## config.mk

```make
export PLATFORM = sky130hd
export DESIGN_NAME = cpio_newc_stream_deframer
export DESIGN_NICKNAME = d
export VERILOG_FILES = /design/src/hdl/cpio_pkg.sv /design/src/hdl/cpio_newc_stream_deframer.sv /design/src/hdl/cpio_parse.sv /design/src/hdl/cpio_queue.sv /design/src/hdl/cpio_emit.sv
export SDC_FILE = /design/constraint.sdc
export NUM_CORES = 1
export LEC_CHECK = 0
export BUFFER_PORTS_ARGS = -buffer_cell sky130_fd_sc_hd__buf_2
export CELL_PAD_IN_SITES_DETAIL_PLACEMENT = 1
export CELL_PAD_IN_SITES_GLOBAL_PLACEMENT = 1
export CORE_ASPECT_RATIO = 1.5
export CORE_MARGIN = 2
export CORE_UTILIZATION = 40
export CTS_CLUSTER_DIAMETER = 80
export DETAILED_ROUTE_END_ITERATION = 10
export PLACE_DENSITY_LB_ADDON = 0.05
export SLEW_MARGIN = 10
export SYNTH_ARGS = -nofsm -noshare
export SYNTH_HDL_FRONTEND = slang
export SYNTH_SLANG_ARGS = --single-unit
```

## constraint.sdc

```tcl
create_clock -name clk -period 15.1 [get_ports clk]
set_input_delay 3.02 -clock clk [delete_from_list [all_inputs] [get_ports clk]]
set_output_delay 3.02 -clock clk [all_outputs]
set_load 0.05 [all_outputs]
```

## src/hdl/cpio_pkg.sv

```systemverilog
// cpio newc deframer package: event and error codes, phase codes, queue entry type.
// Used by every module of the deframer; no dependencies.
package cpio_pkg;

  localparam int unsigned HeaderBytes     = 110;
  localparam int unsigned MaxArchiveBytes = 134217728;
  localparam int unsigned LenW            = 28;

  localparam logic [2:0] EV_NAME    = 3'd0;
  localparam logic [2:0] EV_ENTRY   = 3'd1;
  localparam logic [2:0] EV_PAYLOAD = 3'd2;
  localparam logic [2:0] EV_DONE    = 3'd3;
  localparam logic [2:0] EV_ERROR   = 3'd4;

  localparam logic [3:0] ERR_MAGIC      = 4'd0;
  localparam logic [3:0] ERR_HEX        = 4'd1;
  localparam logic [3:0] ERR_NAME_BOUND = 4'd2;
  localparam logic [3:0] ERR_UNTERM     = 4'd3;
  localparam logic [3:0] ERR_ALIGN      = 4'd4;
  localparam logic [3:0] ERR_PAYLOAD    = 4'd5;
  localparam logic [3:0] ERR_TRL_PAY    = 4'd6;
  localparam logic [3:0] ERR_UNSAFE     = 4'd7;
  localparam logic [3:0] ERR_TYPE       = 4'd8;
  localparam logic [3:0] ERR_NO_TRAILER = 4'd9;

  typedef enum logic [6:0] {
    PH_HEADER = 7'b0000001,
    PH_NAME   = 7'b0000010,
    PH_PAD1   = 7'b0000100,
    PH_EMIT   = 7'b0001000,
    PH_PAD2   = 7'b0010000,
    PH_DONE   = 7'b0100000,
    PH_SKIP   = 7'b1000000
  } phase_t;

  // One result, as carried from the parser to the output side.
  typedef struct packed {
    logic [2:0]  event_res;
    logic [7:0]  data_byte;
    logic [15:0] mode_bits;
    logic [27:0] entry_size;
    logic        is_root;
    logic [3:0]  error_code;
    logic        last_of_run;
  } res_t;

  // Up to two results caused by one byte.
  typedef struct packed {
    logic [1:0] count;
    res_t       r0;
    res_t       r1;
  } pair_t;

  function automatic logic [4:0] hex_digit(input logic [7:0] c);
    logic [4:0] d;
    d = 5'd16;
    if (c >= 8'h30 && c <= 8'h39) d = 5'(c - 8'h30);
    else if (c >= 8'h61 && c <= 8'h66) d = 5'(c - 8'h61 + 8'd10);
    else if (c >= 8'h41 && c <= 8'h46) d = 5'(c - 8'h41 + 8'd10);
    return d;
  endfunction

  function automatic logic [7:0] trailer_char(input logic [3:0] k);
    logic [7:0] c;
    case (k)
      4'd0: c = 8'h54; 4'd1: c = 8'h52; 4'd2: c = 8'h41; 4'd3: c = 8'h49;
      4'd4: c = 8'h4C; 4'd5: c = 8'h45; 4'd6: c = 8'h52; 4'd7: c = 8'h21;
      4'd8: c = 8'h21; 4'd9: c = 8'h21;
      default: c = 8'h00;
    endcase
    return c;
  endfunction

  function automatic logic [7:0] magic_char(input logic [2:0] k);
    logic [7:0] c;
    case (k)
      3'd0: c = 8'h30; 3'd1: c = 8'h37; 3'd2: c = 8'h30;
      3'd3: c = 8'h37; 3'd4: c = 8'h30; 3'd5: c = 8'h31;
      default: c = 8'h00;
    endcase
    return c;
  endfunction

endpackage

```

## src/hdl/cpio_newc_stream_deframer.sv

```systemverilog
// cpio newc stream deframer, top level: config register, parser, queue, output side.
// Depends on cpio_pkg, cpio_parse, cpio_queue, cpio_emit.
//
//  channel   handshake                 payload
//  input     archive_valid/stall       archive_byte
//  output    event_valid/stall         event_res data_byte mode_bits entry_size
//                                      is_root error_code last_of_run
//  config    cfg_valid/cfg_ready       cfg_data (archive_length)
//
// One byte per cycle while the queue is not full; the parser pushes the results of
// a byte in the cycle it accepts it, the output side moves one result per cycle unless
// stalled; the queue absorbs two-result bytes (payload alignment fault, archive end).
// Reset (rst, synchronous) clears the parser to header phase, empties the
// queue and sets archive_length to 1. Output stall backs up through the queue
// into archive_stall; the input is stalled only when the queue is full.
module cpio_newc_stream_deframer #(
  parameter int unsigned MAX_LEN     = cpio_pkg::MaxArchiveBytes,
  parameter int unsigned QUEUE_DEPTH = 4
) (
  input  logic        clk,
  input  logic        rst,
  input  logic        cfg_valid,
  output logic        cfg_ready,
  input  logic [27:0] cfg_data,
  input  logic        archive_valid,
  output logic        archive_stall,
  input  logic [7:0]  archive_byte,
  output logic        event_valid,
  input  logic        event_stall,
  output logic [2:0]  event_res,
  output logic [7:0]  data_byte,
  output logic [15:0] mode_bits,
  output logic [27:0] entry_size,
  output logic        is_root,
  output logic [3:0]  error_code,
  output logic        last_of_run
);

  logic [27:0]     archive_length;
  logic            q_full, q_push, q_empty, q_pop;
  cpio_pkg::pair_t q_wdata, q_rdata;
  cpio_pkg::res_t  res;

  assign cfg_ready = 1'b1;

  always_ff @(posedge clk) begin
    if (rst) archive_length <= 28'd1;
    else if (cfg_valid) archive_length <= cfg_data;
  end

  cpio_parse #(.MAX_LEN(MAX_LEN)) u_parse (
    .clk, .rst, .archive_length,
    .in_valid(archive_valid), .in_byte(archive_byte), .in_stall(archive_stall),
    .q_full, .q_push, .q_data(q_wdata)
  );

  cpio_queue #(.DEPTH(QUEUE_DEPTH)) u_queue (
    .clk, .rst, .push(q_push), .wdata(q_wdata), .full(q_full),
    .pop(q_pop), .empty(q_empty), .rdata(q_rdata)
  );

  cpio_emit u_emit (
    .clk, .rst, .q_empty, .q_data(q_rdata), .q_pop,
    .out_valid(event_valid), .out_stall(event_stall), .out_res(res)
  );

  assign event_res   = res.event_res;
  assign data_byte   = res.data_byte;
  assign mode_bits   = res.mode_bits;
  assign entry_size  = res.entry_size;
  assign is_root     = res.is_root;
  assign error_code  = res.error_code;
  assign last_of_run = res.last_of_run;

endmodule

```

## src/hdl/cpio_parse.sv

```systemverilog
// cpio deframer front part: accepts archive bytes, tracks header/name/payload
// phases and pushes the results of each byte (none, one or two) into the queue. Uses cpio_pkg.
module cpio_parse #(
  parameter int unsigned MAX_LEN = cpio_pkg::MaxArchiveBytes
) (
  input  logic                     clk,
  input  logic                     rst,
  input  logic [cpio_pkg::LenW-1:0] archive_length,
  input  logic                     in_valid,
  input  logic [7:0]               in_byte,
  output logic                     in_stall,
  input  logic                     q_full,
  output logic                     q_push,
  output cpio_pkg::pair_t          q_data
);

  localparam logic [32:0] MaxLen = 33'(MAX_LEN);

  logic [27:0] stream_offset;
  cpio_pkg::phase_t phase;
  logic [6:0]  header_index;
  logic [15:0] mode_acc;
  logic [31:0] size_acc;
  logic [31:0] nlen_acc;
  logic [31:0] left;
  logic [1:0]  match;
  logic [2:0]  comp;
  logic        stopped;

  logic [27:0] stream_offset_next;
  cpio_pkg::phase_t phase_next;
  logic [6:0]  header_index_next;
  logic [15:0] mode_acc_next;
  logic [31:0] size_acc_next;
  logic [31:0] nlen_acc_next;
  logic [31:0] left_next;
  logic [1:0]  match_next;
  logic [2:0]  comp_next;
  logic        stopped_next;

  logic        take;
  assign in_stall = q_full;
  assign take = in_valid && !q_full;

  always_comb begin
    logic [32:0] len, off, pos, rem, aligned, pad;
    logic [4:0]  d;
    logic [31:0] k, left_dec;
    logic [1:0]  cs;
    logic        fail_now;
    logic [3:0]  code;
    logic        emit_ok;
    cpio_pkg::res_t a, b, e;

    stream_offset_next = stream_offset;
    phase_next = phase;
    header_index_next = header_index;
    mode_acc_next = mode_acc;
    size_acc_next = size_acc;
    nlen_acc_next = nlen_acc;
    left_next = left;
    match_next = match;
    comp_next = comp;
    stopped_next = stopped;
    fail_now = 1'b0;
    code = cpio_pkg::ERR_MAGIC;
    emit_ok = 1'b0;
    a = '0;
    e = '0;
    cs = comp[1:0];
    d = cpio_pkg::hex_digit(in_byte);
    k = nlen_acc - left;
    left_dec = left - 32'd1;

    len = ({5'd0, archive_length} > MaxLen) ? MaxLen : {5'd0, archive_length};
    off = {5'd0, stream_offset};
    pos = off + 33'd1;
    rem = len - off;
    aligned = (pos + 33'd3) & ~33'd3;
    pad = (33'd0 - pos) & 33'd3;

    if (off >= len) begin
      fail_now = 1'b1;
      code = cpio_pkg::ERR_NO_TRAILER;
    end else begin
      case (phase)
        cpio_pkg::PH_HEADER: begin
          if (header_index == 7'd0) begin
            mode_acc_next = '0;
            size_acc_next = '0;
            nlen_acc_next = '0;
          end
          if (header_index == 7'd0 && rem < 33'(cpio_pkg::HeaderBytes)) begin
            fail_now = 1'b1;
            code = cpio_pkg::ERR_MAGIC;
          end else if (header_index < 7'd6) begin
            if (in_byte != cpio_pkg::magic_char(header_index[2:0])) begin
              fail_now = 1'b1;
              code = cpio_pkg::ERR_MAGIC;
            end
          end else if ((header_index >= 7'd14 && header_index <= 7'd21) ||
                       (header_index >= 7'd54 && header_index <= 7'd61) ||
                       (header_index >= 7'd94 && header_index <= 7'd101)) begin
            if (d[4]) begin
              fail_now = 1'b1;
              code = cpio_pkg::ERR_HEX;
            end else if (header_index <= 7'd21) begin
              mode_acc_next = {mode_acc_next[11:0], d[3:0]};
            end else if (header_index <= 7'd61) begin
              size_acc_next = {size_acc_next[27:0], d[3:0]};
            end else begin
              nlen_acc_next = {nlen_acc_next[27:0], d[3:0]};
            end
          end
          if (!fail_now) begin
            if (header_index >= 7'(cpio_pkg::HeaderBytes - 1)) begin
              if (nlen_acc_next == 32'd0 || {1'b0, nlen_acc_next} > len - pos) begin
                fail_now = 1'b1;
                code = cpio_pkg::ERR_NAME_BOUND;
              end else begin
                phase_next = cpio_pkg::PH_NAME;
                left_next = nlen_acc_next;
                match_next = 2'b11;
                comp_next = 3'd0;
                header_index_next = 7'd0;
              end
            end else begin
              header_index_next = header_index + 7'd1;
            end
          end
        end
        cpio_pkg::PH_NAME: begin
          left_next = left_dec;
          if (left_dec != 32'd0) begin
            if (k >= 32'd10 || in_byte != cpio_pkg::trailer_char(k[3:0]))
              match_next[0] = 1'b0;
            if (k >= 32'd1 || in_byte != 8'h2E) match_next[1] = 1'b0;
            comp_next = comp;
            if (in_byte == 8'h2F) begin
              if (k == 32'd0 || cs == 2'd2) comp_next[2] = 1'b1;
              comp_next[1:0] = 2'd0;
            end else if (in_byte == 8'h2E) begin
              comp_next[1:0] = (cs == 2'd0) ? 2'd1 : (cs == 2'd1) ? 2'd2 : 2'd3;
            end else begin
              comp_next[1:0] = 2'd3;
            end
            emit_ok = 1'b1;
            a.event_res = cpio_pkg::EV_NAME;
            a.data_byte = in_byte;
          end else if (in_byte != 8'd0) begin
            fail_now = 1'b1; code = cpio_pkg::ERR_UNTERM;
          end else if (aligned > len) begin
            fail_now = 1'b1; code = cpio_pkg::ERR_ALIGN;
          end else if ({1'b0, size_acc} > len - aligned) begin
            fail_now = 1'b1; code = cpio_pkg::ERR_PAYLOAD;
          end else if (match[0] && nlen_acc == 32'd11) begin
            if (size_acc != 32'd0) begin
              fail_now = 1'b1; code = cpio_pkg::ERR_TRL_PAY;
            end else begin
              emit_ok = 1'b1;
              a.event_res = cpio_pkg::EV_DONE;
              phase_next = cpio_pkg::PH_DONE;
              stopped_next = 1'b1;
            end
          end else if (nlen_acc == 32'd1 || comp[2] || comp[1:0] == 2'd2) begin
            fail_now = 1'b1; code = cpio_pkg::ERR_UNSAFE;
          end else if (mode_acc[15:12] != 4'h4 && mode_acc[15:12] != 4'h8) begin
            fail_now = 1'b1; code = cpio_pkg::ERR_TYPE;
          end else begin
            emit_ok = 1'b1;
            a.event_res = cpio_pkg::EV_ENTRY;
            a.mode_bits = mode_acc;
            a.entry_size = size_acc[27:0];
            a.is_root = match[1] && nlen_acc == 32'd2;
            if (aligned > pos) begin
              phase_next = cpio_pkg::PH_PAD1;
              left_next = 32'(aligned - pos);
            end else if (size_acc != 32'd0) begin
              phase_next = (mode_acc[15:12] == 4'h8) ? cpio_pkg::PH_EMIT : cpio_pkg::PH_SKIP;
              left_next = size_acc;
            end else if (pos + pad > len) begin
              fail_now = 1'b1; code = cpio_pkg::ERR_ALIGN;
            end else if (pad != 33'd0) begin
              phase_next = cpio_pkg::PH_PAD2;
              left_next = 32'(pad);
            end else begin
              phase_next = cpio_pkg::PH_HEADER;
              header_index_next = 7'd0;
            end
          end
        end
        cpio_pkg::PH_PAD1: begin
          left_next = left_dec;
          if (left_dec == 32'd0) begin
            if (size_acc != 32'd0) begin
              phase_next = (mode_acc[15:12] == 4'h8) ? cpio_pkg::PH_EMIT : cpio_pkg::PH_SKIP;
              left_next = size_acc;
            end else if (pos + pad > len) begin
              fail_now = 1'b1; code = cpio_pkg::ERR_ALIGN;
            end else if (pad != 33'd0) begin
              phase_next = cpio_pkg::PH_PAD2;
              left_next = 32'(pad);
            end else begin
              phase_next = cpio_pkg::PH_HEADER;
              header_index_next = 7'd0;
            end
          end
        end
        cpio_pkg::PH_EMIT, cpio_pkg::PH_SKIP: begin
          if (phase == cpio_pkg::PH_EMIT) begin
            emit_ok = 1'b1;
            a.event_res = cpio_pkg::EV_PAYLOAD;
            a.data_byte = in_byte;
          end
          left_next = left_dec;
          if (left_dec == 32'd0) begin
            if (pos + pad > len) begin
              fail_now = 1'b1; code = cpio_pkg::ERR_ALIGN;
            end else if (pad != 33'd0) begin
              phase_next = cpio_pkg::PH_PAD2;
              left_next = 32'(pad);
            end else begin
              phase_next = cpio_pkg::PH_HEADER;
              header_index_next = 7'd0;
            end
          end
        end
        cpio_pkg::PH_PAD2: begin
          left_next = left_dec;
          if (left_dec == 32'd0) begin
            phase_next = cpio_pkg::PH_HEADER;
            header_index_next = 7'd0;
          end
        end
        default: stopped_next = 1'b1;
      endcase
      stream_offset_next = pos[27:0];
    end

    if (fail_now) stopped_next = 1'b1;
    // end-of-archive check once the byte is done
    if (off < len && !stopped_next && phase_next == cpio_pkg::PH_HEADER &&
        header_index_next == 7'd0 && pos == len) begin
      fail_now = 1'b1;
      code = cpio_pkg::ERR_NO_TRAILER;
      stopped_next = 1'b1;
    end

    e.event_res = cpio_pkg::EV_ERROR;
    e.error_code = code;
    b = e;
    q_data = '0;
    if (emit_ok && fail_now) begin
      q_data.count = 2'd2;
      q_data.r0 = a;
      b.last_of_run = 1'b1;
      q_data.r1 = b;
    end else if (emit_ok) begin
      q_data.count = 2'd1;
      a.last_of_run = 1'b1;
      q_data.r0 = a;
    end else if (fail_now) begin
      q_data.count = 2'd1;
      b.last_of_run = 1'b1;
      q_data.r0 = b;
    end
    q_push = take && !stopped && q_data.count != 2'd0;
  end

  always_ff @(posedge clk) begin
    if (rst) begin
      stream_offset <= '0;
      phase <= cpio_pkg::PH_HEADER;
      header_index <= '0;
      mode_acc <= '0;
      size_acc <= '0;
      nlen_acc <= '0;
      left <= '0;
      match <= 2'b11;
      comp <= '0;
      stopped <= 1'b0;
    end else if (take && !stopped) begin
      stream_offset <= stream_offset_next;
      phase <= phase_next;
      header_index <= header_index_next;
      mode_acc <= mode_acc_next;
      size_acc <= size_acc_next;
      nlen_acc <= nlen_acc_next;
      left <= left_next;
      match <= match_next;
      comp <= comp_next;
      stopped <= stopped_next;
    end
  end

endmodule

```

## src/hdl/cpio_queue.sv

```systemverilog
// cpio deframer queue between parser and output side; holds result pairs.
// Uses cpio_pkg.
module cpio_queue #(
  parameter int unsigned DEPTH = 4
) (
  input  logic            clk,
  input  logic            rst,
  input  logic            push,
  input  cpio_pkg::pair_t wdata,
  output logic            full,
  input  logic            pop,
  output logic            empty,
  output cpio_pkg::pair_t rdata
);

  localparam int unsigned AW = $clog2(DEPTH);

  cpio_pkg::pair_t mem [DEPTH];
  logic [AW-1:0] wptr, rptr;
  logic [AW:0]   cnt;

  assign full  = cnt == (AW+1)'(DEPTH);
  assign empty = cnt == '0;
  assign rdata = mem[rptr];

  always_ff @(posedge clk) begin
    if (push && !full) mem[wptr] <= wdata;
  end

  always_ff @(posedge clk) begin
    if (rst) begin
      wptr <= '0;
      rptr <= '0;
      cnt <= '0;
    end else begin
      if (push && !full) wptr <= (wptr == AW'(DEPTH - 1)) ? '0 : wptr + AW'(1);
      if (pop && !empty) rptr <= (rptr == AW'(DEPTH - 1)) ? '0 : rptr + AW'(1);
      cnt <= cnt + (AW+1)'(push && !full) - (AW+1)'(pop && !empty);
    end
  end

endmodule

```

## src/hdl/cpio_emit.sv

```systemverilog
// cpio deframer back part: drains result pairs from the queue and presents
// them one per transfer on the output registers. Uses cpio_pkg.
module cpio_emit (
  input  logic            clk,
  input  logic            rst,
  input  logic            q_empty,
  input  cpio_pkg::pair_t q_data,
  output logic            q_pop,
  output logic            out_valid,
  input  logic            out_stall,
  output cpio_pkg::res_t  out_res
);

  logic sel;        // which result of the head pair goes next
  logic load;

  assign load  = !q_empty && (!out_valid || !out_stall);
  assign q_pop = load && (sel || q_data.count == 2'd1);

  always_ff @(posedge clk) begin
    if (load) out_res <= sel ? q_data.r1 : q_data.r0;
  end

  always_ff @(posedge clk) begin
    if (rst) begin
      out_valid <= 1'b0;
      sel <= 1'b0;
    end else begin
      if (load) out_valid <= 1'b1;
      else if (!out_stall) out_valid <= 1'b0;
      if (load) sel <= !q_pop;
    end
  end

endmodule

```

# ---- Word-level counts from Yosys, hierarchy flattened
# Memories as Yosys holds them, arrays and structs flattened. A register that Yosys moved wholly into a read port is not among the register bits.
# Index checks and enable logic that the tools add are counted.
dict set report op_classes {
  addsub 20
  reduce_logical 65
  magnitude_cmp 25
  n_mux 212
  eq_ne 39
  n_bitwise 1
}
# operator n
set ops {}
lappend ops {{32-bit two-way mux} 32}
lappend ops {{45-bit two-way mux} 8}
lappend ops {{7-bit two-way mux} 37}
lappend ops {{32-bit case mux with 5 select lines} 1}
lappend ops {{63-bit two-way mux} 2}
lappend ops {{61-bit two-way mux} 2}
lappend ops {{32-bit zero test} 3}
lappend ops {{16-bit two-way mux} 6}
lappend ops {{4-bit two-way mux} 18}
lappend ops {{7-bit case mux with 5 select lines} 2}
lappend ops {{32-bit by 33-bit greater-than comparator with 1-bit output} 2}
lappend ops {{8-bit two-way mux} 8}
lappend ops {{32-bit nonzero test} 2}
lappend ops {{62-bit two-way mux} 1}
lappend ops {{56-bit two-way mux} 1}
lappend ops {{1-bit two-way mux} 55}
lappend ops {{3-bit two-way mux} 13}
lappend ops {{28-bit by 33-bit greater-or-equal comparator with 1-bit output} 1}
lappend ops {{33-bit by 28-bit greater-than comparator with 1-bit output} 1}
lappend ops {{33-bit by 29-bit greater-than comparator with 1-bit output} 1}
lappend ops {{33-bit greater-than comparator} 1}
lappend ops {{28-bit by 33-bit < comparator with 1-bit output} 1}
lappend ops {{33-bit by 7-bit < comparator with 1-bit output, second input constant} 1}
lappend ops {{33-bit nonzero test} 1}
lappend ops {{other kinds (84)} 162}
dict set report word_totals {
  romBits 112
  reg_bits 258
  wordCells 389
  out_inout_bits 64
  mem_bits_rw 496
  n_memories 2
}
# name words width read_ports rd_ports_with_merged_regs write_ports line_no
set mem_list {}
lappend mem_list {u_queue.mem 4 124 1 1 1 cpio_queue.sv:18} ;# cpio_pkg::pair_t mem [DEPTH];
lappend mem_list {{(no name shown)} 16 7 1 0 0 cpio_pkg.sv:65} ;# case (k)

# ---- Depth between registers and ports, before layout
# Gate-level depths: netlist of the first run.
dict set report logic_depth {
  word_depth 35
  mapped_depth 46
  depth_no_buf 42
}

# ---- Modules after synthesis
# From an unflattened synthesis of the first run, not the netlist that was laid out.
dict set report hier_totals {
  hier_cells 4287
  hier_area_um2 46141.8
}
# mod instances area_each_um2 seq_area_each_um2 cells_per_inst
set modules_own_cells {}
lappend modules_own_cells {cpio_parse 1 24104.4 3203.1 3357}
lappend modules_own_cells {cpio_queue 1 18346.3 15074.5 699}
lappend modules_own_cells {cpio_emit 1 2663.8 1871.8 139}
lappend modules_own_cells {cpio_newc_stream_deframer 1 1027.2 560.5 92}

# ---- Least setup slack after synthesis of the first run
# Ideal clock, no wire load.
dict set report synth_timing {
  kind {input-to-reg}
  startpoint {in archive_byte[1]}
  endpoint {mem u_queue.mem[0][100] (netlist name), enable pin}
  required_time_ns 14.669
  arrival_time_ns 10.825
  path_slack_ns 3.844
  path_stages 30
  setup_time_ns 0.431
  cell_sequence {clkbuf_1 > inv_1 > ha_1 > or3b_2 > o2111ai_1 > o21ai_1 > nand3_1 > clkbuf_1 > clkbuf_1 > nand2_1 > a21oi_1 > ha_1 > a21o_1 > a21o_1 > a21o_1 > a21oi_1 > o221ai_1 > o21a_1 > o32ai_1 > nor2_1 > nor2b_1 > o22ai_1 > a21oi_1 > or4b_4 > nor4_4 > a21oi_2 > and2_1 > ha_1 > nor2_1 > and2_1}
}
dict set report synth_between {
  elab_chain_cells 35
}
# element line_no
set synth_rtl {}
lappend synth_rtl {{start: declaration} cpio_newc_stream_deframer.sv:27} ;# input logic [7:0] archive_byte,
lappend synth_rtl {{branches (longest 29 deep; another with 5-bit by 1-bit subtractor with 5-bit output)} n/a}
lappend synth_rtl {{63-bit two-way mux (*)} cpio_parse.sv:253} ;# if (emit_ok && fail_now) begin
lappend synth_rtl {{2-bit nonzero test (*)} cpio_parse.sv:267} ;# q_push = take && !stopped && q_data.count != 2'd0;
lappend synth_rtl {{1-bit logical AND (*)} cpio_parse.sv:267}
lappend synth_rtl {{1-bit logical AND (*)} cpio_queue.sv:27} ;# if (push && !full) mem[wptr] <= wdata;
lappend synth_rtl {{1-bit two-way mux (*)} cpio_queue.sv:27}
lappend synth_rtl {{1-bit two-way mux (implied by the code) (*)} cpio_queue.sv:27}
lappend synth_rtl {{end: declaration} cpio_queue.sv:18}
# Mark *: on every way between the ends. The select of a mux whose other input is x is not followed.

# ---- Final worst setup path of the first run
dict set report layout_timing {
  startpoint {reg u_parse.stream_offset[0]}
  endpoint {mem u_queue.mem[3][66] (netlist name), enable pin}
}
dict set report layout_between {
  elab_chain_cells 31
}
# element line_no
set layout_rtl {}
lappend layout_rtl {{start: declaration} cpio_parse.sv:19} ;# logic [27:0] stream_offset;
lappend layout_rtl {{start signal: assignment} cpio_parse.sv:283} ;# stream_offset <= stream_offset_next;
lappend layout_rtl {{branches (longest 25 deep; another with 28-bit by 33-bit subtractor with 33-bit output)} n/a}
lappend layout_rtl {{63-bit two-way mux (*)} cpio_parse.sv:253}
lappend layout_rtl {{2-bit nonzero test (*)} cpio_parse.sv:267}
lappend layout_rtl {{1-bit logical AND (*)} cpio_parse.sv:267}
lappend layout_rtl {{1-bit logical AND (*)} cpio_queue.sv:27}
lappend layout_rtl {{1-bit two-way mux (*)} cpio_queue.sv:27}
lappend layout_rtl {{1-bit two-way mux (implied by the code) (*)} cpio_queue.sv:27}
# Marked as above.

==> qor.yml, run 1 <==
outcome: "completed"
drv_cap: 0
startpoint: "u_parse.stream_offset[0]$_SDFFE_PP0P_"
ios: 105
cp_data_arrival_time_ns: 12.89
min_path_type: "reg -> reg"
final.setup.tns_ns: 0
setup_viol: 0
clock-sinks: 524
p_per_area_nw_per_um2: 135
drcViolationCount: 0
die_y_um: 376
ys_top_cells_by_count: "nor2_1, nand2_1, edfxtp_1, a21oi_1, ha_1"
layout.nets: 4307
place_congestion: 0.969
clock_path_buffers: 3
synth_top_area_share_pct: 26.5
min_from: "u_parse.comp[1]$_SDFFE_PP0P_"
fin_crit_ns: 12.57
pre_cts_slack_ns: 2.47
synth.most_common_cell: "nor2_1"
grt_util_all_layers_pct: 32.4
die_area_um2: 94500
critPathTopFamily: "simple AND/OR/NAND/NOR gates"
yosysSeqAreaShare_pct: 37.3
final_area_um2: 40800
dp_hpwl_um: 122000
placed_cells: 5135
hold_buffers: 0
hold_end: "u_parse.comp[1]$_SDFFE_PP0P_"
netlist_area_um2: 36800
totalWireLength_um: 154000
synth_edf_count: 325
antenna_found_initial: 4
crit_required_ns: 15.41
clkTransAtPathRegs_ns: 0.06
yosysWarnings: 0
grt-ovfl-total: 0
path_max_fanout: 26
cts_tree: "done"
cts_buffers: 54
netlist_instances: 3942
skew_ns: 0.0600
cts-root-buf: "clkbuf_16"
viasPerCell: 6.17
dr.pass1.iters: 5
avgSynthCellArea_um2: 9.34
via_count: 32300
placed_cell_area_um2: 39000
ant_nets: 0
ir_drop_uv: 93.2
worst_slack_ns: 2.53
slew_violations: 0
path_common_cell: "ha_1"
post_drt_wl_per_cell_um: 29.4
start_util_pct: 40.3
r2r_cells: 37
tightestPinTransition_ns: 1.29
layout-drive-gt1-share_pct: 11.3
hold_viol: 0
htreeDepth: 2
synth_ff_type: "edfxtp_1"
whs_path_depth: 2
endpoint_kind: "flip-flop"
leakage_nw: 15.3
rows: 136
synth.area.top_cells: "edfxtp_1, dfxtp_1, ha_1"
worstSkewPairLatency_ns: 0.67
synth-async-reset-ratio_pct: 0
io_buffers: 103
grt_start_max_net_pins: 75
fmax_ghz: 0.0795
fin_cells: 5239
slowest_delay_ns: 0.79
drt_iter0_markers: 1935
grt_pass1_wl_um: 226000
reg2reg_slack_ns: 2.53
core-area_um2: 91400
area_growth_pct: 10.8
r2r_end: "u_queue.mem[3][66]$_DFFE_PP_"
cts_setup_buffers: 0
worst-setup-path-type: "reg -> reg"
finalCritPeriodShare_pct: 83.3
rsz0062_at_grt: "no"
ctsResizeCount: 0
yosysTopAreaCell: "edfxtp_1"
max_slew_margin_pct: 13.4
ys_seq_elements: 524
grt_pass1_vias: 34100
synth_cell_types: 104
start_kind: "flip-flop"
die_w_um: 252
crit_buf_inv: 4
reg2reg_from: "u_parse.stream_offset[0]$_SDFFE_PP0P_"
crit_cells: 37
critPathSlowestCell: "dfxtp_1"
==> worst reg2reg max path: cells and delay by family, from the launching register on <==
family                   cells  cell delay (ns)
buffers and inverters        4             0.85
multiplexers                 1             0.46
AO/OA/AOI/OAI               12             3.17
flip-flops                   1             0.79
AND/OR/NAND/NOR             14             4.78
adder cells (fa/ha/maj)      6             2.20
==> cell type report <==
type                       count  area, um2
antenna                        1       2.50
inverter                     178        668
fill                       10400      50600
multi-input combinational   3062      21800
tap                         1173       1470
clock inverter                39        400
timing repair buffer         199       1290
sequential                   524      13800
clock buffer                  63       1420
==> cell usage in the layout, fill, tap and decap left out, types with 73 or more instances in the layout <==
cell	netlist	layout
nand3_1	87	87
nand2_1	329	329
o21ai_0	176	175
a21oi_1	257	255
nor3_1	111	105
buf_4	2	91
inv_1	178	178
edfxtp_1	325	325
nor2b_1	92	92
nand4_1	73	73
buf_2	10	102
xnor2_1	177	177
dfxtp_1	199	196
ha_1	242	242
and2_1	90	86
nor4_1	75	75
nor2_1	344	342
==> routing by layer <==
layer / routed length, um / vias to the layer above / global-route usage, %
li1: - / 14900 / -
met1: 54400 / 16100 / 32.5
met3: 5560 / 471 / 4.48
met2: 77300 / 871 / 58.0
met5: 14 / - / 0
met4: 16700 / 2 / 29.3
==> per-stage QoR <==
stage	hold WS, ns	util, %	power [mW]
6_report	0.483	44.7	5.52
5_1_grt	0.520	44.7	5.80
4_1_cts	0.484	44.6	5.56
3_5_place_dp	0.469	42.6	4.15
3_3_place_gp	0.467	42.6	4.14
2_1_floorplan	0.432	-	3.50
==> worst max path at each step <==
stage	end	slack, ns
floorplan	u_queue.mem[0][100]$_DFFE_PP_	3.84
global placement	u_queue.mem[3][119]$_DFFE_PP_	2.82
detailed placement	u_queue.mem[3][119]$_DFFE_PP_	2.47
CTS	u_queue.mem[3][2]$_DFFE_PP_	2.40
global route	u_queue.mem[3][2]$_DFFE_PP_	1.61
finish	u_queue.mem[3][66]$_DFFE_PP_	2.53
==> state kept, by name (all words and copies together), names as in the netlist, named ones only <==
register               cells
u_parse.comp               3
u_emit.out_res            61
u_emit.out_valid           1
u_parse.size_acc          32
u_parse.nlen_acc          32
archive_length            28
u_parse.phase              7
u_parse.mode_acc          16
u_queue.wptr               2
u_parse.left              32
u_queue.mem              264
u_queue.rptr               2
u_emit.sel                 1
u_parse.stream_offset     28
u_parse.match              2
u_parse.header_index       7
u_parse.stopped            1
u_queue.cnt                3
==> logic make-up (layout without fill, tap and decap cells) <==
family,count (synthesis),count (layout),synth area share [%]
and+or+nand+nor,1428,1428,19.8
AOI/OAI and AO/OA,970,970,17.5
DFF,524,524,37.3
buffers and inverters,364,479,3.77
adders and majority gates,258,258,8.79
xor gates and xnor gates,252,252,6.52
muxes,144,144,6.23
other,2,11,0.0204
==> where the power goes <==
group          internal [mW]  switching (mW)
logic                  0.776            1.47
registers               1.77           0.114
clock network          0.779           0.618
total                   3.33            2.20
(Power assumes the default switching activity.)
==> run 2, diff against run 1 <==
==> constraint.sdc (replaced) <==
create_clock -name clk -period 11.1 [get_ports clk]
set_input_delay 2.22 -clock clk [delete_from_list [all_inputs] [get_ports clk]]
set_output_delay 2.22 -clock clk [all_outputs]
set_load 0.05 [all_outputs]
==> run 2 against run 1 <==
Clock power rose by 46%; first-iteration DRC count shrank 11%; sequential power grew 36%; setup slack got worse by 1.9 ns; power increased by 40%; global-route usage is 0.61 points higher; hold slack worse by 0.014 ns; largest cell class unchanged; clock-buffer cell count fell by 2; utilization grew 0.89 points; critical path depth grew 5; flip-flop and latch count is the same; critical path type unchanged; die area is the same.
==> qor.yml, run 2 (synthesis results as in run 1) <==
worstSkewPairLatency_ns: 0.69
cts_buffers: 56
skew_ns: 0.0504
fin_crit_ns: 10.45
min_from: "u_parse.match[1]$_SDFFE_PP1P_"
cts-root-buf: "clkbuf_16"
die_y_um: 376
start_util_pct: 40.3
hold_viol: 0
use_met3_pct: 4.39
slew_violations: 0
critPathSlowestCell: "or4b_4"
rsz0062_at_grt: "no"
top_usage_layer: "met2"
io_buffers: 103
ant_nets: 0
ctsResizeCount: 0
drcViolationCount: 0
cp_data_arrival_time_ns: 10.94
ir_drop_uv: 133
grt_start_max_net_pins: 73
max_slew_margin_pct: 16.2
crit_buf_inv: 7
area_growth_pct: 13.1
finalCritPeriodShare_pct: 94.1
met2_usage_pct: 59.5
drv_cap: 0
top_register: "u_queue.mem"
clock_path_buffers: 3
htreeDepth: 2
cts_setup_buffers: 0
die_area_um2: 94500
hold_buffers: 0
final.fill_count: 10400
path_common_cell: "buf_4"
clock-sinks: 524
core-area_um2: 91400
path_max_fanout: 39
p_per_area_nw_per_um2: 186
grt-ovfl-total: 0
drt_iter0_markers: 1718
dp_hpwl_um: 126000
startpoint: "u_parse.stream_offset[1]$_SDFFE_PP0P_"
slowest_delay_ns: 0.49
use_met1_pct: 32.6
die_w_um: 252
start_kind: "flip-flop"
dr.pass1.iters: 5
outcome: "completed"
layout.nets: 4379
setup_viol: 0
clkTransAtPathRegs_ns: 0.06
layout_common_cells: "nor2_1, nand2_1, edfxtp_1, a21oi_1, ha_1"
largest_registers: "u_queue.mem (264), u_emit.out_res (61)"
post_drt_wl_per_cell_um: 29.6
final.setup.tns_ns: 0
layout-drive-gt1-share_pct: 13.0
worst-setup-path-type: "reg -> reg"
via_count: 32500
crit_required_ns: 11.59
min_path_type: "reg -> reg"
rows: 136
ios: 105
critPathTopFamily: "simple AND/OR/NAND/NOR gates"
grt_util_all_layers_pct: 33.0
leakage_nw: 15.8
viasPerCell: 6.11
p_total_mw: 7.74
largest_register_ffs: 264
totalWireLength_um: 157000
grt_pass1_wl_um: 229000
antenna_found_initial: 7
cts_tree: "done"
place_congestion: 0.974
reg2reg_from: "u_parse.stream_offset[1]$_SDFFE_PP0P_"
layout_commonest_cell: "nor2_1"
tightestPinTransition_ns: 1.24
endpoint_kind: "flip-flop"
grt_pass1_vias: 34100
fmax_ghz: 0.0957
==> run 2: area by class of cell <==
cell class / instances / area (um2) / share of cell area (%)
multi-input combinational: 3062 / 21800 / 52.4
inverter: 178 / 668 / 1.61
clock inverter: 45 / 577 / 1.39
sequential: 524 / 13800 / 33.0
antenna: 2 / 5.00 / 0.0120
clock buffer: 61 / 1420 / 3.41
tap: 1173 / 1470 / 3.53
timing repair buffer: 269 / 1910 / 4.58
==> run 2: path summary, 6_finish.rpt <==
check	slack [ns]	to	depth (start not counted)
setup / recovery	0.65	u_queue.mem[0][84]$_DFFE_PP_	42
hold / removal	0.47	u_parse.match[1]$_SDFFE_PP1P_	1
setup reg to reg	0.65	u_queue.mem[0][84]$_DFFE_PP_	42
hold reg to reg	0.47	u_parse.match[1]$_SDFFE_PP1P_	1
==> run 2: layer usage <==
layer	wire, um	up-vias
li1	-	15000
met1	54300	16100
met2	79400	900
met3	5790	493
met4	17500	6
met5	43	-
==> run 2: per-stage QoR <==
step                instances  instance area, um2  hold slack [ns]  utilization, %  setup slack, ns
global route             5312               41600            0.489            45.5           0.0395
finish                   5314               41600            0.469            45.6            0.652
CTS                      5311               41600            0.467            45.5            0.175
global placement         5205               39600            0.454            43.3            0.456
detailed placement       5205               39600            0.453            43.3            0.287
floorplan                3950               36800            0.432               -            0.153
==> run 2: report_power, final <==
group,internal (mW),switching (mW)
clock,1.17,0.876
sequential,2.41,0.147
combinational,1.09,2.04
==> run 3, diff against run 2 <==
--- a/config.mk
+++ b/config.mk
@@ -14,6 +14,7 @@
 export CTS_CLUSTER_DIAMETER = 80
 export DETAILED_ROUTE_END_ITERATION = 10
 export PLACE_DENSITY_LB_ADDON = 0.05
+export RECOVER_POWER = 25
 export SLEW_MARGIN = 10
 export SYNTH_ARGS = -nofsm -noshare
 export SYNTH_HDL_FRONTEND = slang
==> run 3 against run 2 <==
Setup slack worse by 0.035 ns; flip-flop and latch count is the same; clock-buffer cell count is the same; power is 0.25% lower; utilization down 0.12 points; largest power group unchanged; critical endpoint is now u_queue.mem[0][86]$_DFFE_PP_; maximum frequency is 0.34% lower; the flow now finishes with violations (capacitance limit, slew limit); non-clock buffer count stayed put; cell count barely moved; highest routed layer unchanged; wire length about the same.
==> qor.yml, run 3 (synthesis results as in run 1) <==
totalWireLength_um: 157000
worst_slack_ns: 0.617
io_buffers: 103
worst-setup-path-type: "reg -> reg"
rsz0062_at_grt: "no"
reg2reg_slack_ns: 0.62
r2r_end: "u_queue.mem[0][86]$_DFFE_PP_"
place_congestion: 0.974
skew_ns: 0.0495
worstSkewPairLatency_ns: 0.69
endpoint_kind: "flip-flop"
ios: 105
cp_data_arrival_time_ns: 10.97
hold_buffers: 0
path_common_cell: "buf_4"
leakage_nw: 15.6
drcViolationCount: 0
post_drt_wl_per_cell_um: 29.6
setup_viol: 0
layout_common_cells: "nor2_1, nand2_1, edfxtp_1, a21oi_1, ha_1"
r2r_cells: 42
violations: "capacitance limit, slew limit"
final.setup.tns_ns: 0
area_growth_pct: 12.8
fin_crit_ns: 10.48
hold_viol: 0
rows: 136
dp_hpwl_um: 126000
grt_pass1_wl_um: 229000
clock-sinks: 524
grt_start_max_net_pins: 73
grt_pass1_vias: 34100
grt_util_all_layers_pct: 33.0
wl_met1_um: 54100
ant_nets: 0
layout_commonest_cell: "nor2_1"
clock_path_buffers: 3
tightestPinTransition_ns: 3.84
p_per_area_nw_per_um2: 186
grt-ovfl-total: 0
start_kind: "flip-flop"
whs_path_depth: 1
fmax_ghz: 0.0954
min_from: "u_parse.match[1]$_SDFFE_PP1P_"
die_y_um: 376
slowest_delay_ns: 0.49
crit_buf_inv: 7
path_max_fanout: 39
slew_violations: 195
cts-root-buf: "clkbuf_16"
largest_registers: "u_queue.mem (264), u_emit.out_res (61)"
largest_register_ffs: 264
die_area_um2: 94500
regArea_um2: 13700
min_path_type: "reg -> reg"
wl_met3_um: 6100
final.fill_count: 10400
outcome: "complete, but fails checks"
reg2reg_from: "u_parse.stream_offset[1]$_SDFFE_PP0P_"
cts_buffers: 56
pre_cts_slack_ns: 0.287
whs_ns: 0.469
hold_end: "u_parse.match[1]$_SDFFE_PP1P_"
layout.nets: 4379
dr.pass1.iters: 5
wl_met2_um: 79400
critPathSlowestCell: "or4b_4"
via_count: 32600
antenna_found_initial: 7
viasPerCell: 6.13
finalCritPeriodShare_pct: 94.4
core-area_um2: 91400
finish.utilization_pct: 45.4
ir_drop_uv: 134
start_util_pct: 40.3
critPathTopFamily: "simple AND/OR/NAND/NOR gates"
die_w_um: 252
htreeDepth: 2
drv_cap: 4
max_slew_margin_pct: -156
layout-drive-gt1-share_pct: 11.2
drt_iter0_markers: 1721
crit_required_ns: 11.59
cts_tree: "done"
top_layer: "met5"
multiInputGateArea_um2: 21800
p_total_mw: 7.72
clkTransAtPathRegs_ns: 0.06
top_register: "u_queue.mem"
## run 3: cell types whose count changed in the layout (fill, tap and decap cells not counted), sizes merged
cell,change
buf,-68
clkbuf,+68
diode,+1
## run 3: worst register-to-register path: cells and delay by family, from the launching register on
family,cells,cell delay (ns)
adders and majority gates,6,2.05
DFF,1,0.34
and+or+nand+nor,15,3.51
xor gates and xnor gates,1,0.11
buffers and inverters,7,1.10
AOI/OAI and AO/OA,13,3.18
## run 3: worst max-delay path by stage
stage / startpoint / depth (start not counted) / end / slack (ns)
after floorplan: u_parse.stream_offset[1]$_SDFFE_PP0P_ / 41 / u_queue.mem[0][100]$_DFFE_PP_ / 0.15
after global placement: u_parse.stream_offset[0]$_SDFFE_PP0P_ / 40 / u_queue.mem[1][77]$_DFFE_PP_ / 0.46
after detailed placement: u_parse.stream_offset[0]$_SDFFE_PP0P_ / 41 / u_queue.mem[2][84]$_DFFE_PP_ / 0.29
after CTS: u_parse.stream_offset[0]$_SDFFE_PP0P_ / 41 / u_queue.mem[2][86]$_DFFE_PP_ / 0.17
after global routing: u_parse.stream_offset[0]$_SDFFE_PP0P_ / 44 / u_queue.mem[1][73]$_DFFE_PP_ / 0.04
final: u_parse.stream_offset[1]$_SDFFE_PP0P_ / 42 / u_queue.mem[0][86]$_DFFE_PP_ / 0.62
## run 3: timing repair
action	4_1_cts	5_1_grt
setup endpoints to repair	0	417
hold endpoints to repair	0	0
resized for setup	0	6
buffers inserted	0	0
## run 3: area by class of cell
cell class              instances  share of cell area (%)
multi-input cells            3062                    52.6
clock inverters                45                    1.39
repair buffers                269                    4.35
inverters                     178                    1.61
diodes                          3                  0.0181
well taps                    1173                    3.54
flip-flops and latches        524                    33.1
clock buffers                  61                    3.42
## run 3: power breakdown
part	internal, mW	switching (mW)	leakage, nW
sequential	2.42	0.149	4.58
combinational	1.06	2.04	10.0
clock	1.17	0.875	0.978
total	4.65	3.07	15.6
## run 3: stage by stage
step,std cells,area (um2)
after floorplan,3950,36800
after global placement,5205,39600
after detailed placement,5205,39600
after CTS,5311,41600
after global routing,5312,41500
final,5315,41500
## run 3: routing by layer
metal / vias to the layer above / GRT usage [%]
met5: - / 0
met4: 4 / 30.5
met3: 490 / 4.39
met2: 953 / 59.5
met1: 16100 / 32.6
li1: 15000 / -
